<file path="src/design/tlfd_pkg.sv">
`timescale 1ns / 1ps
// ----------------------------------------------------------------------------
// Tagged length frame deframer package
// Shared constants, register indexes and the status and result records.
// ----------------------------------------------------------------------------
package tlfd_pkg;

  localparam int HDR_BYTES  = 6;
  localparam int WIN_DEPTH  = HDR_BYTES - 1;
  localparam int FILL_W     = $clog2(WIN_DEPTH + 1);
  localparam int BYTE_W     = 8;
  localparam int TAG_W      = 32;
  localparam int LEN_W      = 16;
  localparam int CFG_IDX_W  = 2;
  localparam int CFG_DATA_W = 32;

  localparam logic [LEN_W-1:0] MAX_BODY_LEN_RESET = LEN_W'(4094);

  typedef enum logic [CFG_IDX_W-1:0] {
    CFG_TAG_PATTERN  = 2'd0,
    CFG_MAX_BODY_LEN = 2'd1
  } cfg_reg_t;

  typedef struct packed {
    logic             header_ok;
    logic             bad_header;
    logic [LEN_W-1:0] length;
  } hunt_status_t;

  typedef struct packed {
    logic              body_valid;
    logic [BYTE_W-1:0] out_byte;
    logic              body_last;
    logic              header_ok;
    logic [LEN_W-1:0]  frame_length;
    logic              bad_header;
  } tlfd_result_t;

endpackage

</file>
<file path="src/design/tlfd_hunter.sv">
`timescale 1ns / 1ps
// ----------------------------------------------------------------------------
// Header hunter
// Sliding five byte window that checks each new byte against the tag and
// the length limit, and drops the oldest byte when a full window fails.
// ----------------------------------------------------------------------------
module tlfd_hunter (
  input  logic                         clk,
  input  logic                         rst,
  input  logic                         step,
  input  logic [tlfd_pkg::BYTE_W-1:0]  in_byte,
  input  logic [tlfd_pkg::TAG_W-1:0]   tag_pattern,
  input  logic [tlfd_pkg::LEN_W-1:0]   max_body_len,
  output tlfd_pkg::hunt_status_t       status
);
  import tlfd_pkg::*;

  logic [BYTE_W-1:0] window [WIN_DEPTH];
  logic [FILL_W-1:0] fill;
  logic              full;
  logic [TAG_W-1:0]  cand_tag;
  logic [LEN_W-1:0]  cand_len;
  logic              good;

  assign full     = (fill == FILL_W'(WIN_DEPTH));
  assign cand_tag = {window[0], window[1], window[2], window[3]};
  assign cand_len = {window[4], in_byte};
  assign good     = full && (cand_tag == tag_pattern) && (cand_len != '0)
                    && (cand_len <= max_body_len);

  always_comb begin
    status.header_ok  = good;
    status.bad_header = full && !good;
    status.length     = good ? cand_len : '0;
  end

  always_ff @(posedge clk) begin
    if (rst) begin
      fill <= '0;
    end else if (step) begin
      if (!full) begin
        fill <= fill + FILL_W'(1);
      end else if (good) begin
        fill <= '0;
      end
    end
  end

  always_ff @(posedge clk) begin
    if (step) begin
      if (!full) begin
        window[fill] <= in_byte;
      end else if (!good) begin
        for (int i = 0; i < WIN_DEPTH - 1; i++) begin
          window[i] <= window[i+1];
        end
        window[WIN_DEPTH-1] <= in_byte;
      end
    end
  end

  hunter_fill_bound: assert property (@(posedge clk) disable iff (rst)
    fill <= FILL_W'(WIN_DEPTH))
    else $error("Window fill exceeds the window depth.");

  hunter_rearm: assert property (@(posedge clk) disable iff (rst)
    (step && good) |=> (fill == '0))
    else $error("Window did not empty after a good header.");

endmodule

</file>
<file path="src/design/tlfd_body.sv">
`timescale 1ns / 1ps
// ----------------------------------------------------------------------------
// Body counter
// Passes the announced number of body bytes, marks the last one, and
// assembles the result word for every accepted byte.
// ----------------------------------------------------------------------------
module tlfd_body (
  input  logic                         clk,
  input  logic                         rst,
  input  logic                         accept,
  input  logic [tlfd_pkg::BYTE_W-1:0]  in_byte,
  input  tlfd_pkg::hunt_status_t       status,
  output logic                         in_body,
  output tlfd_pkg::tlfd_result_t       result
);
  import tlfd_pkg::*;

  logic [LEN_W-1:0] body_total;
  logic [LEN_W-1:0] body_count;
  logic [LEN_W-1:0] body_count_next;
  logic             last;

  assign body_count_next = body_count + LEN_W'(1);
  assign last            = in_body && (body_count_next == body_total);

  always_comb begin
    result.body_valid   = in_body;
    result.out_byte     = in_body ? in_byte : '0;
    result.body_last    = last;
    result.header_ok    = !in_body && status.header_ok;
    result.bad_header   = !in_body && status.bad_header;
    result.frame_length = in_body ? body_total : status.length;
  end

  always_ff @(posedge clk) begin
    if (rst) begin
      in_body    <= 1'b0;
      body_total <= '0;
      body_count <= '0;
    end else if (accept) begin
      if (in_body) begin
        if (last) begin
          in_body    <= 1'b0;
          body_total <= '0;
          body_count <= '0;
        end else begin
          body_count <= body_count_next;
        end
      end else if (status.header_ok) begin
        in_body    <= 1'b1;
        body_total <= status.length;
        body_count <= '0;
      end
    end
  end

  body_count_bound: assert property (@(posedge clk) disable iff (rst)
    in_body |-> (body_count < body_total))
    else $error("Body count reached the frame length while still in the body.");

endmodule

</file>
<file path="src/design/tagged_length_frame_deframer_core.sv">
`timescale 1ns / 1ps
// ----------------------------------------------------------------------------
// Tagged length frame deframer
// Hunts a byte stream for a tag and length header and passes the frame body.
// ----------------------------------------------------------------------------
// One stream byte enters per word on the in channel. Every accepted word
// yields exactly one result word on the out channel: a body byte with its
// last mark, a header_ok flag with the new frame length, a bad_header flag
// when a six byte header candidate fails, or an all zero word while the window
// fills. The header is a four byte tag equal to the tag pattern register
// followed by a big-endian length in 1 to max_body_len.
// A valid result appears in the cycle after acceptance. One word is taken
// every cycle while the receiver takes results, as the window compare and
// the body counter are combinational ahead of the result register, which
// lets a new word in when it is empty or its result is taken in the same
// cycle, so a stalled receiver stops the input after one held result.
// Configuration writes use the cfg channel, which is always ready; index 0
// is the tag pattern and index 1 is max_body_len, other indexes are ignored.
// Reset empties the window and the body counter, drops any held result, and
// sets the tag pattern to zero and max_body_len to 4094.
// ----------------------------------------------------------------------------
module tagged_length_frame_deframer_core (
  input  logic                            clk,
  input  logic                            rst,
  input  logic                            in_valid,
  output logic                            in_ready,
  input  logic [tlfd_pkg::BYTE_W-1:0]     in_byte,
  output logic                            out_valid,
  input  logic                            out_ready,
  output logic                            body_valid,
  output logic [tlfd_pkg::BYTE_W-1:0]     out_byte,
  output logic                            body_last,
  output logic                            header_ok,
  output logic [tlfd_pkg::LEN_W-1:0]      frame_length,
  output logic                            bad_header,
  input  logic                            cfg_valid,
  output logic                            cfg_ready,
  input  logic [tlfd_pkg::CFG_IDX_W-1:0]  cfg_index,
  input  logic [tlfd_pkg::CFG_DATA_W-1:0] cfg_data
);
  import tlfd_pkg::*;

  logic             accept;
  logic             in_body;
  logic [TAG_W-1:0] tag_pattern;
  logic [LEN_W-1:0] max_body_len;
  hunt_status_t     status;
  tlfd_result_t     result;
  tlfd_result_t     held;

  assign cfg_ready = 1'b1;
  assign in_ready  = !out_valid || out_ready;
  assign accept    = in_valid && in_ready;

  always_ff @(posedge clk) begin
    if (rst) begin
      tag_pattern  <= '0;
      max_body_len <= MAX_BODY_LEN_RESET;
    end else if (cfg_valid && cfg_ready) begin
      unique case (cfg_index)
        CFG_TAG_PATTERN:  tag_pattern  <= cfg_data[TAG_W-1:0];
        CFG_MAX_BODY_LEN: max_body_len <= cfg_data[LEN_W-1:0];
        default:          ;
      endcase
    end
  end

  tlfd_hunter u_hunter (
    .clk          (clk),
    .rst          (rst),
    .step         (accept && !in_body),
    .in_byte      (in_byte),
    .tag_pattern  (tag_pattern),
    .max_body_len (max_body_len),
    .status       (status)
  );

  tlfd_body u_body (
    .clk     (clk),
    .rst     (rst),
    .accept  (accept),
    .in_byte (in_byte),
    .status  (status),
    .in_body (in_body),
    .result  (result)
  );

  always_ff @(posedge clk) begin
    if (rst) begin
      out_valid <= 1'b0;
    end else if (accept) begin
      out_valid <= 1'b1;
    end else if (out_ready) begin
      out_valid <= 1'b0;
    end
  end

  always_ff @(posedge clk) begin
    if (accept) begin
      held <= result;
    end
  end

  assign body_valid   = held.body_valid;
  assign out_byte     = held.out_byte;
  assign body_last    = held.body_last;
  assign header_ok    = held.header_ok;
  assign frame_length = held.frame_length;
  assign bad_header   = held.bad_header;

  accept_gives_result: assert property (@(posedge clk) disable iff (rst)
    accept |=> out_valid)
    else $error("An accepted word produced no result word.");

  last_inside_body: assert property (@(posedge clk) disable iff (rst)
    (out_valid && body_last) |-> body_valid)
    else $error("Last mark on a word that is not a body byte.");

  flags_exclusive: assert property (@(posedge clk) disable iff (rst)
    out_valid |-> ($countones({body_valid, header_ok, bad_header}) <= 1))
    else $error("More than one kind of result in one word.");

  header_opens_body: assert property (@(posedge clk) disable iff (rst)
    (accept && result.header_ok) |=> in_body)
    else $error("A good header did not open a frame body.");

endmodule

</file>
<file path="config.mk">
export PLATFORM = sky130hd
export DESIGN_NAME = tagged_length_frame_deframer_core
export DESIGN_NICKNAME = d
export VERILOG_FILES = /design/src/design/tlfd_pkg.sv /design/src/design/tlfd_hunter.sv /design/src/design/tlfd_body.sv /design/src/design/tagged_length_frame_deframer_core.sv
export SDC_FILE = /design/constraint.sdc
export NUM_CORES = 1
export LEC_CHECK = 0
export ABC_AREA = 1
export BUFFER_PORTS_ARGS = -buffer_cell sky130_fd_sc_hd__buf_2
export CORE_MARGIN = 4
export CORE_UTILIZATION = 30
export DETAILED_ROUTE_END_ITERATION = 6
export GPL_TIMING_DRIVEN = 0
export HOLD_SLACK_MARGIN = 0.08
export SYNTH_ARGS = -nofsm -noshare
export SYNTH_HDL_FRONTEND = slang
export SYNTH_SLANG_ARGS = --single-unit
export TNS_END_PERCENT = 5
</file>
<file path="constraint.sdc">
create_clock -name clk -period 3.7 [get_ports clk]
set_input_delay 0.37 -clock clk [delete_from_list [all_inputs] [get_ports clk]]
set_output_delay 0.37 -clock clk [all_outputs]
set_load 0.05 [all_outputs]
</file>
Yosys cells after proc, flatten, opt, wreduce, memory -nomap -nowiden:

Memories as Yosys holds them, arrays and structs flattened.
Index checks and enable logic that the tools add are counted.

* reduce and logical (&&, ||, !) cells: 23
* $lt $le $gt $ge: 1
* equal/unequal tests: 6
* add/subtract/negate cells: 2
* mux-type cells: 25

Operator list (count)
* $mux 16: 8
* $eq 32x32->1: 1
* $add 16x1->16 const B: 1
* $eq 16x16->1: 1
* $le 16x16->1: 1
* $reduce_bool 16->1: 1
* $mux 1: 13
* $logic_and 1x1->1: 9
* $mux 3: 3
* $mux 8: 1
* $reduce_and 2->1: 4
* $reduce_or 8->1: 1
* $ne 2x2->1 const B: 2
* $reduce_bool 2->1: 2
* $add 3x1->3 const B: 1
* $eq 3x3->1 const B: 1
* $logic_not 1->1: 3
* $reduce_and 3->1: 1
* $eq 2x1->1 const B: 1
* $logic_not 2->1: 1
* $logic_or 1x1->1: 1

* register bits after elaboration: 113
* memories: 1
* word-level logic and storage cells: 71
* RAM bits: 40

Memory list
* u_hunter.window: words 5, width 8, rd ports 5, clocked after Yosys merged registers in 0, write ports 5, line tlfd_hunter.sv:18 `logic [BYTE_W-1:0] window [WIN_DEPTH];`

Logic depth before layout (Yosys ltp):

Gate-level depths: netlist (run 1).
An unclocked memory read counts as a cell.

* word-level depth: 11
* gate-level depth with buffers: 18
* mapped depth without buffers: 17

Modules after synthesis:

Synthesis (run 1) repeated with hierarchy kept, for this count alone.

* cells, all modules: 1125
* area total of the unflattened synthesis: 8358.0 um^2

By module, submodules not included
* tlfd_hunter: area each 3007.9 um^2, cells each 376, sequential area each 1261.2 um^2, instances 1
* tagged_length_frame_deframer_core: area each 2927.8 um^2, cells each 330, sequential area each 1821.7 um^2, instances 1
* tlfd_body: area each 2422.3 um^2, cells each 419, sequential area each 660.6 um^2, instances 1

Worst setup path after synthesis (run 1):

OpenSTA, ideal clock, no wires.

* kind: register to register
* from: register out_valid
* to: memory u_hunter.window[0][0] (enable)
* period minus slack after synthesis: 3087 ps
* cell stages (with the launch flop): 7
* data required time: 3302 ps
* path slack: 613 ps
* data arrival time: 2689 ps
* setup time: 398 ps
* cells stage by stage: dfxtp_1 > nand2_1 > nand2_1 > nor2_1 > clkbuf_1 > inv_1 > o41ai_1

RTL lines
* start, declared: line tagged_length_frame_deframer_core.sv:28 `output logic out_valid,`
* start signal, assigned: line tagged_length_frame_deframer_core.sv:90 `out_valid <= 1'b0;`
* start signal, assigned: line tagged_length_frame_deframer_core.sv:92 `out_valid <= 1'b1;`
* start signal, assigned: line tagged_length_frame_deframer_core.sv:94 `out_valid <= 1'b0;`
* end, declared: line tlfd_hunter.sv:18

==> flow_summary.yaml, run 1 <==
status:
  status: "completed"
global_route:
  grt_pass1_vias: 6355
  met3_usage: 0.03023
  met1_usage: 0.2146
  overflow: 0
  grt_pass1_wl_um: 34070
  grt_max_degree: 38
  antenna_found_initial: 0
  grt_usage: 0.1561
  use_met2: 0.2452
  grt.busiest_layer: "met2"
worst_setup_path:
  crit_path_end_kind: "flop"
  start_kind: "flop"
  path_common_cell: "nand2_1"
  cp_cell_sequence: "ha_1, nand2_1, o21bai_1, a21oi_1, nor2_1, nand2_1, nand2_1, nand2_1, nand2_1, inv_2, nor2_1, nor2_1"
  worstPathArrival_ns: 2.93
  worst_path_largest_cell_delay_ns: 0.54
  crit_required_ns: 3.76
  cp_slowest_cell: "nor2_1"
  crit_fanout: 8
  path_class: "reg -> reg"
clocking:
  clock-sinks: 153
  numCtsBuffers: 17
  cts_resized: 0
  cts_root_buf: "clkbuf_16"
  cts_setup_buffers: 0
  cts_hold_buf: 0
  cts_tree: "done"
  h-tree-depth: 4
  clk_pin_slew_worst_paths_ns: 0.06
  clk_latency_ns: 0.43
  clk_path_buf_depth: 2
logic_synthesis:
  ys_warn_count: 0
  syn_nets: 997
  synth_edf_count: 68
  syn_area_um2: 7490
  yosys_register_bits: 153
  ys_types: 33
  ys_seq_area_frac: 0.4998
  syn_inst: 933
  synth-async-reset-ratio: 0
  synthFlopType: "dfxtp_1"
  synth_area_per_cell_um2: 8.028
worst_hold_path:
  hold_class: "in -> reg"
run:
  drv_cap: 0
pwr:
  finalPower_w: 0.003883
  power_density_nw_per_um2: 437.4
  seq_power_share: 0.478
  peakVddDrop_uv: 237.1
  leakage_nw: 3.785
  power.clock.fraction: 0.441
  power_frac_comb: 0.080
  p_sw_w: 0.0009628
  p_sw_frac: 0.2479
  internal_power_w: 0.002921
floorplanning:
  rows: 57
  ios: 78
  die_area_um2: 27560
  die_height_um: 166.0
  core_area_um2: 24460
  die_w_um: 166.0
  initial_core_util: 0.3062
layout:
  syn_to_final_growth_pct: 18.53
  nets: 1092
  final_layout_size_suffix_gt1_frac: 0.1316
  antennaDiodeCount: 0
  final_cell_mix: "215 x nand2_1, 116 x nor2_1, 90 x inv_1, 85 x dfxtp_1, 82 x o21ai_0"
  final_common_cell: "nand2_1"
sta:
  tns_ns: 0
  setup_viol: 0
  hold_ws_ns: 0.1583
  skew_ns: 0.01378
  fin_crit_sh: 0.7753
  rsz0062_at_grt: "no"
  max_freq_mhz: 348.6
  slew_headroom: 0.3238
  tightest_slew_ns: 1.003
  drv_slew: 0
  hold_viol: 0
  min_period_ns: 2.869
place:
  gp_congestion: 0.8724
  dp.final_hpwl_um: 16150
  port_buffers: 75
drt:
  vias_per_cell: 4.845
  drc_errors: 0
  wl_um: 21640
  firstDrtPassIters: 5
  vias: 6613
  antenna_left: 0
  wl_per_cell_um: 15.85
  drtIter0Drc: 490
[final timing paths]
kind	start	end	slack (ns)	depth (start not counted)
max reg2reg	u_hunter.window[4][3]$_DFFE_PP_	u_hunter.window[1][2]$_DFFE_PP_	0.83	12
min reg2reg	u_body.in_body$_SDFFE_PP0P_	body_valid$_DFFE_PP_	0.47	0
min	cfg_data[17]	tag_pattern[17]$_SDFFE_PP0P_	0.16	3
max	u_hunter.window[4][3]$_DFFE_PP_	u_hunter.window[1][2]$_DFFE_PP_	0.83	12
[flip-flops by register name, summed over array words and instances, names as in the netlist, 3 cells and up]
signal and flops:
u_hunter.window 40, tag_pattern 32, frame_length 16, max_body_len 16, u_body.body_count 16, u_body.body_total 16, out_byte 8, u_hunter.fill 3
[cells in the mapped netlist, drive strengths merged, types with 3 or more instances]
library cell	count	area (um2)
nor3	9	45.04
xnor2	13	113.9
clkbuf	22	82.58
buf	16	97.59
o41ai	3	26.28
nor2	125	501.7
ha	17	212.7
a21oi	55	279.0
o211ai	13	97.59
edfxtp	68	2042
inv	92	345.3
nand4	30	187.7
dfxtp	85	1702
o21ai	82	410.4
xor2	11	96.34
nand2	218	835.8
nand3	63	315.3
[routing by layer]
metal,vias to the layer above,routed length [um],share of wire
li1,3293,-,-
met1,3069,10180,0.47
met2,216,9669,0.45
met3,35,1256,0.058
met4,0,532,0.025
met5,-,0,0
[final cells by class]
class / count / area [um2]
Buffer: 38 / 181.4
Clock buffer: 22 / 486.7
Clock inverter: 10 / 88.84
Fill cell: 2521 / 15580
Inverter: 94 / 352.8
Multi-Input combinational cell: 648 / 3236
Sequential cell: 153 / 3744
Tap cell: 324 / 405.4
Timing Repair Buffer: 76 / 382.9
[worst max-delay path, delay by kind of cell (launching register included)]
kind                     cells  cell delay (ns)
AO/OA/AOI/OAI                2             0.28
adder cells (fa/ha/maj)      1             0.33
buffers and inverters        1             0.18
flip-flops                   1             0.46
AND/OR/NAND/NOR              8             1.24
[power by group through the flow]
stage	clock, W	combinational [W]	sequential (W)
after global routing	0.00181	0.000346	0.00186
after global placement	0	0.000304	0.00189
final	0.00171	0.000312	0.00186
after floorplan	0	0.000145	0.00194
after CTS	0.00174	0.000313	0.00186
after detailed placement	0	0.000312	0.00189
[stage by stage]
stage                     cell area, um2  instances  worst slack (ns)    util
final                               8877       1365            0.8314  0.3629
after global routing                8877       1365            0.4918  0.3629
after CTS                           8877       1365            0.8175  0.3629
after detailed placement            8302       1333            0.7093  0.3394
after global placement              8270       1332            0.2489  0.3381
after floorplan                     7490        933            0.6131       -
[cell families after synthesis]
group                      count (synthesis)  synth area share
xor gates and xnor gates                  26           0.03408
AOI/OAI and AO/OA                        156            0.1116
DFF                                      153            0.4998
buffers and inverters                    132           0.07117
and+or+nand+nor                          448            0.2544
adders and majority gates                 17           0.02840
other                                      1         0.0005007
(Power assumes the default switching activity.)
==> run 2, diff against run 1 <==
Clock period 3.7 ns to 2.38 ns, I/O delays scaled along.
==> run 2 against run 1 <==
The run now ends with setup timing left. Design area increased by 9.0%. Total power increased by 59%. Flip-flop and latch count unchanged. Clock skew decreased by 0.00068 ns. Worst setup slack got worse by 0.85 ns. Register-to-register slack got worse by 0.85 ns. Via count increased by 2.5%.
==> flow_summary.yaml, run 2 (synthesized netlist as in run 1, its figures left out) <==
status:
  status: "finished, violations left"
  violations: "setup timing"
layout:
  largest-register: "u_hunter.window"
  largest_register_ffs: 40
  final_common_cell: "nand2_1"
  finalNonFillerCells: 1413
  final_layout_size_suffix_gt1_frac: 0.1745
  final_cell_mix: "207 x nand2_1, 112 x nor2_1, 89 x inv_1, 79 x o21ai_0, 79 x dfxtp_1"
  syn_to_final_growth_pct: 29.15
  nets: 1140
  top_regs: "u_hunter.window x40, tag_pattern x32"
  multi_input_area_um2: 3460
  regArea_um2: 3756
  fill_cells: 2450
  antennaDiodeCount: 0
pwr:
  power.clock.fraction: 0.441
  p_sw_w: 0.001596
  leakage_nw: 4.085
  power_frac_comb: 0.090
  peakVddDrop_uv: 438.1
  p_sw_frac: 0.2589
  seq_power_share: 0.469
  power_density_nw_per_um2: 637.4
  finalPower_w: 0.006166
  internal_power_w: 0.004569
worst_setup_path:
  path_class: "reg -> reg"
  critical_path_buf_inv_count: 3
  crit_path_end_kind: "flop"
  crit_fanout: 10
  start_kind: "flop"
  cp_slowest_cell: "edfxtp_1"
  crit_family: "simple AND/OR/NAND/NOR gates"
  cp_cell_sequence: "ha_1, nand2_2, o21bai_4, a21oi_2, nor2_1, nand2_1, nand2_2, nand2_4, nand2_8, inv_8, nand2_8, buf_12, o41ai_4, buf_6"
  worst_path_largest_cell_delay_ns: 0.43
  worstPathArrival_ns: 2.54
  crit_required_ns: 2.52
floorplanning:
  ios: 78
  die_area_um2: 27560
  core_area_um2: 24460
  die_w_um: 166.0
  rows: 57
  die_height_um: 166.0
  initial_core_util: 0.3062
drt:
  antenna_left: 0
  wl_per_cell_um: 15.96
  drtIter0Drc: 499
  firstDrtPassIters: 5
  drc_errors: 0
  vias: 6781
  vias_per_cell: 4.799
  wl_um: 22550
clocking:
  numCtsBuffers: 17
  clk_latency_ns: 0.43
  clock-sinks: 153
  clk_pin_slew_worst_paths_ns: 0.07
  h-tree-depth: 4
  cts_tree: "done"
  cts_root_buf: "clkbuf_16"
  clk_path_buf_depth: 2
place:
  dpl.cell_count: 1332
  gp_congestion: 0.9057
  dp.final_hpwl_um: 16310
  port_buffers: 75
global_route:
  antenna_found_initial: 0
  grt_pass1_wl_um: 35480
  grt_pass1_vias: 6496
  overflow: 0
  grt_usage: 0.1617
  grt_max_degree: 38
sta:
  max_freq_mhz: 417.0
  skew_ns: 0.01310
  rsz0062_at_grt: "yes"
  hold_viol: 0
  slew_headroom: 0.4437
  fin_crit_sh: 1.008
  setup_viol: 24
  drv_slew: 0
  tightest_slew_ns: 0.8344
  min_period_ns: 2.398
  setup_slack_ns: -0.01817
run:
  drv_cap: 0
worst_hold_path:
  hold_class: "in -> reg"
run 2: final cells by class:
class                           instances  share of cell area
Sequential cell                       153              0.3883
Multi-Input combinational cell        648              0.3577
Timing Repair Buffer                  124             0.08925
Clock buffer                           21             0.05200
Tap cell                              324             0.04191
Inverter                               94             0.03725
Buffer                                 38             0.02380
Clock inverter                         11            0.009831
run 2: path summary, 6_finish.rpt:
| path | startpoint | to | slack [ns] | cells past startpoint |
|---|---|---|---|---|
| worst max-delay path | u_hunter.window[4][3]$_DFFE_PP_ | u_hunter.window[4][0]$_DFFE_PP_ | -0.02 | 14 |
| worst min-delay path | cfg_data[25] | tag_pattern[25]$_SDFFE_PP0P_ | 0.09 | 3 |
| worst max register to register | u_hunter.window[4][3]$_DFFE_PP_ | u_hunter.window[4][0]$_DFFE_PP_ | -0.02 | 14 |
| worst min register to register | tag_pattern[9]$_SDFFE_PP0P_ | tag_pattern[9]$_SDFFE_PP0P_ | 0.48 | 2 |
run 2: worst register-to-register path, cell delays in order (launching register included):
cell	delay, ns
edfxtp_1	0.43
ha_1	0.33
nand2_2	0.07
o21bai_4	0.17
a21oi_2	0.13
nor2_1	0.05
nand2_1	0.08
nand2_2	0.06
nand2_4	0.15
nand2_8	0.10
inv_8	0.08
nand2_8	0.07
buf_12	0.15
o41ai_4	0.05
buf_6	0.19
run 2: power by group through the flow:
stage | logic, W | clock network, W | registers, W
global route | 0.000609 | 0.00288 | 0.00290
CTS | 0.000539 | 0.00277 | 0.00289
finish | 0.000553 | 0.00272 | 0.00289
global placement | 0.000482 | 0 | 0.00295
detailed placement | 0.000487 | 0 | 0.00295
floorplan | 0.000234 | 0 | 0.00301
run 2: routing by layer:
layer,wire length (um),GRT usage,vias up
li1,-,-,3394
met1,10530,0.2221,3141
met2,10370,0.2594,211
met3,1189,0.02928,35
met4,453,0.05201,0
met5,0,0,-
run 2: timing repair:
| item | 4_1_cts | 5_1_grt |
|---|---|---|
| endpoints found under the setup margin | 114 | 132 |
| hold buffers | 30 | 0 |
| cloned | 0 | 1 |
| pin swaps | 4 | 8 |
| setup buffers | 8 | 10 |
| hold endpoints to repair | 39 | 0 |
| gates resized for setup | 29 | 44 |
run 2: per-stage QoR:
stage / setup TNS, ns / hold WS [ns] / cell area (um2) / utilization / setup slack (ns)
final: -0.3138 / 0.09165 / 9673 / 0.3954 / -0.01817
after global routing: -3.900 / 0.1219 / 9673 / 0.3954 / -0.1087
after CTS: -0.008292 / 0.08222 / 9378 / 0.3834 / -0.008292
after detailed placement: -40.83 / 0.4679 / 8335 / 0.3408 / -0.5984
after global placement: -41.19 / 0.4585 / 8335 / 0.3408 / -0.6084
after floorplan: -0.1217 / 0.3369 / 7555 / - / -0.01521
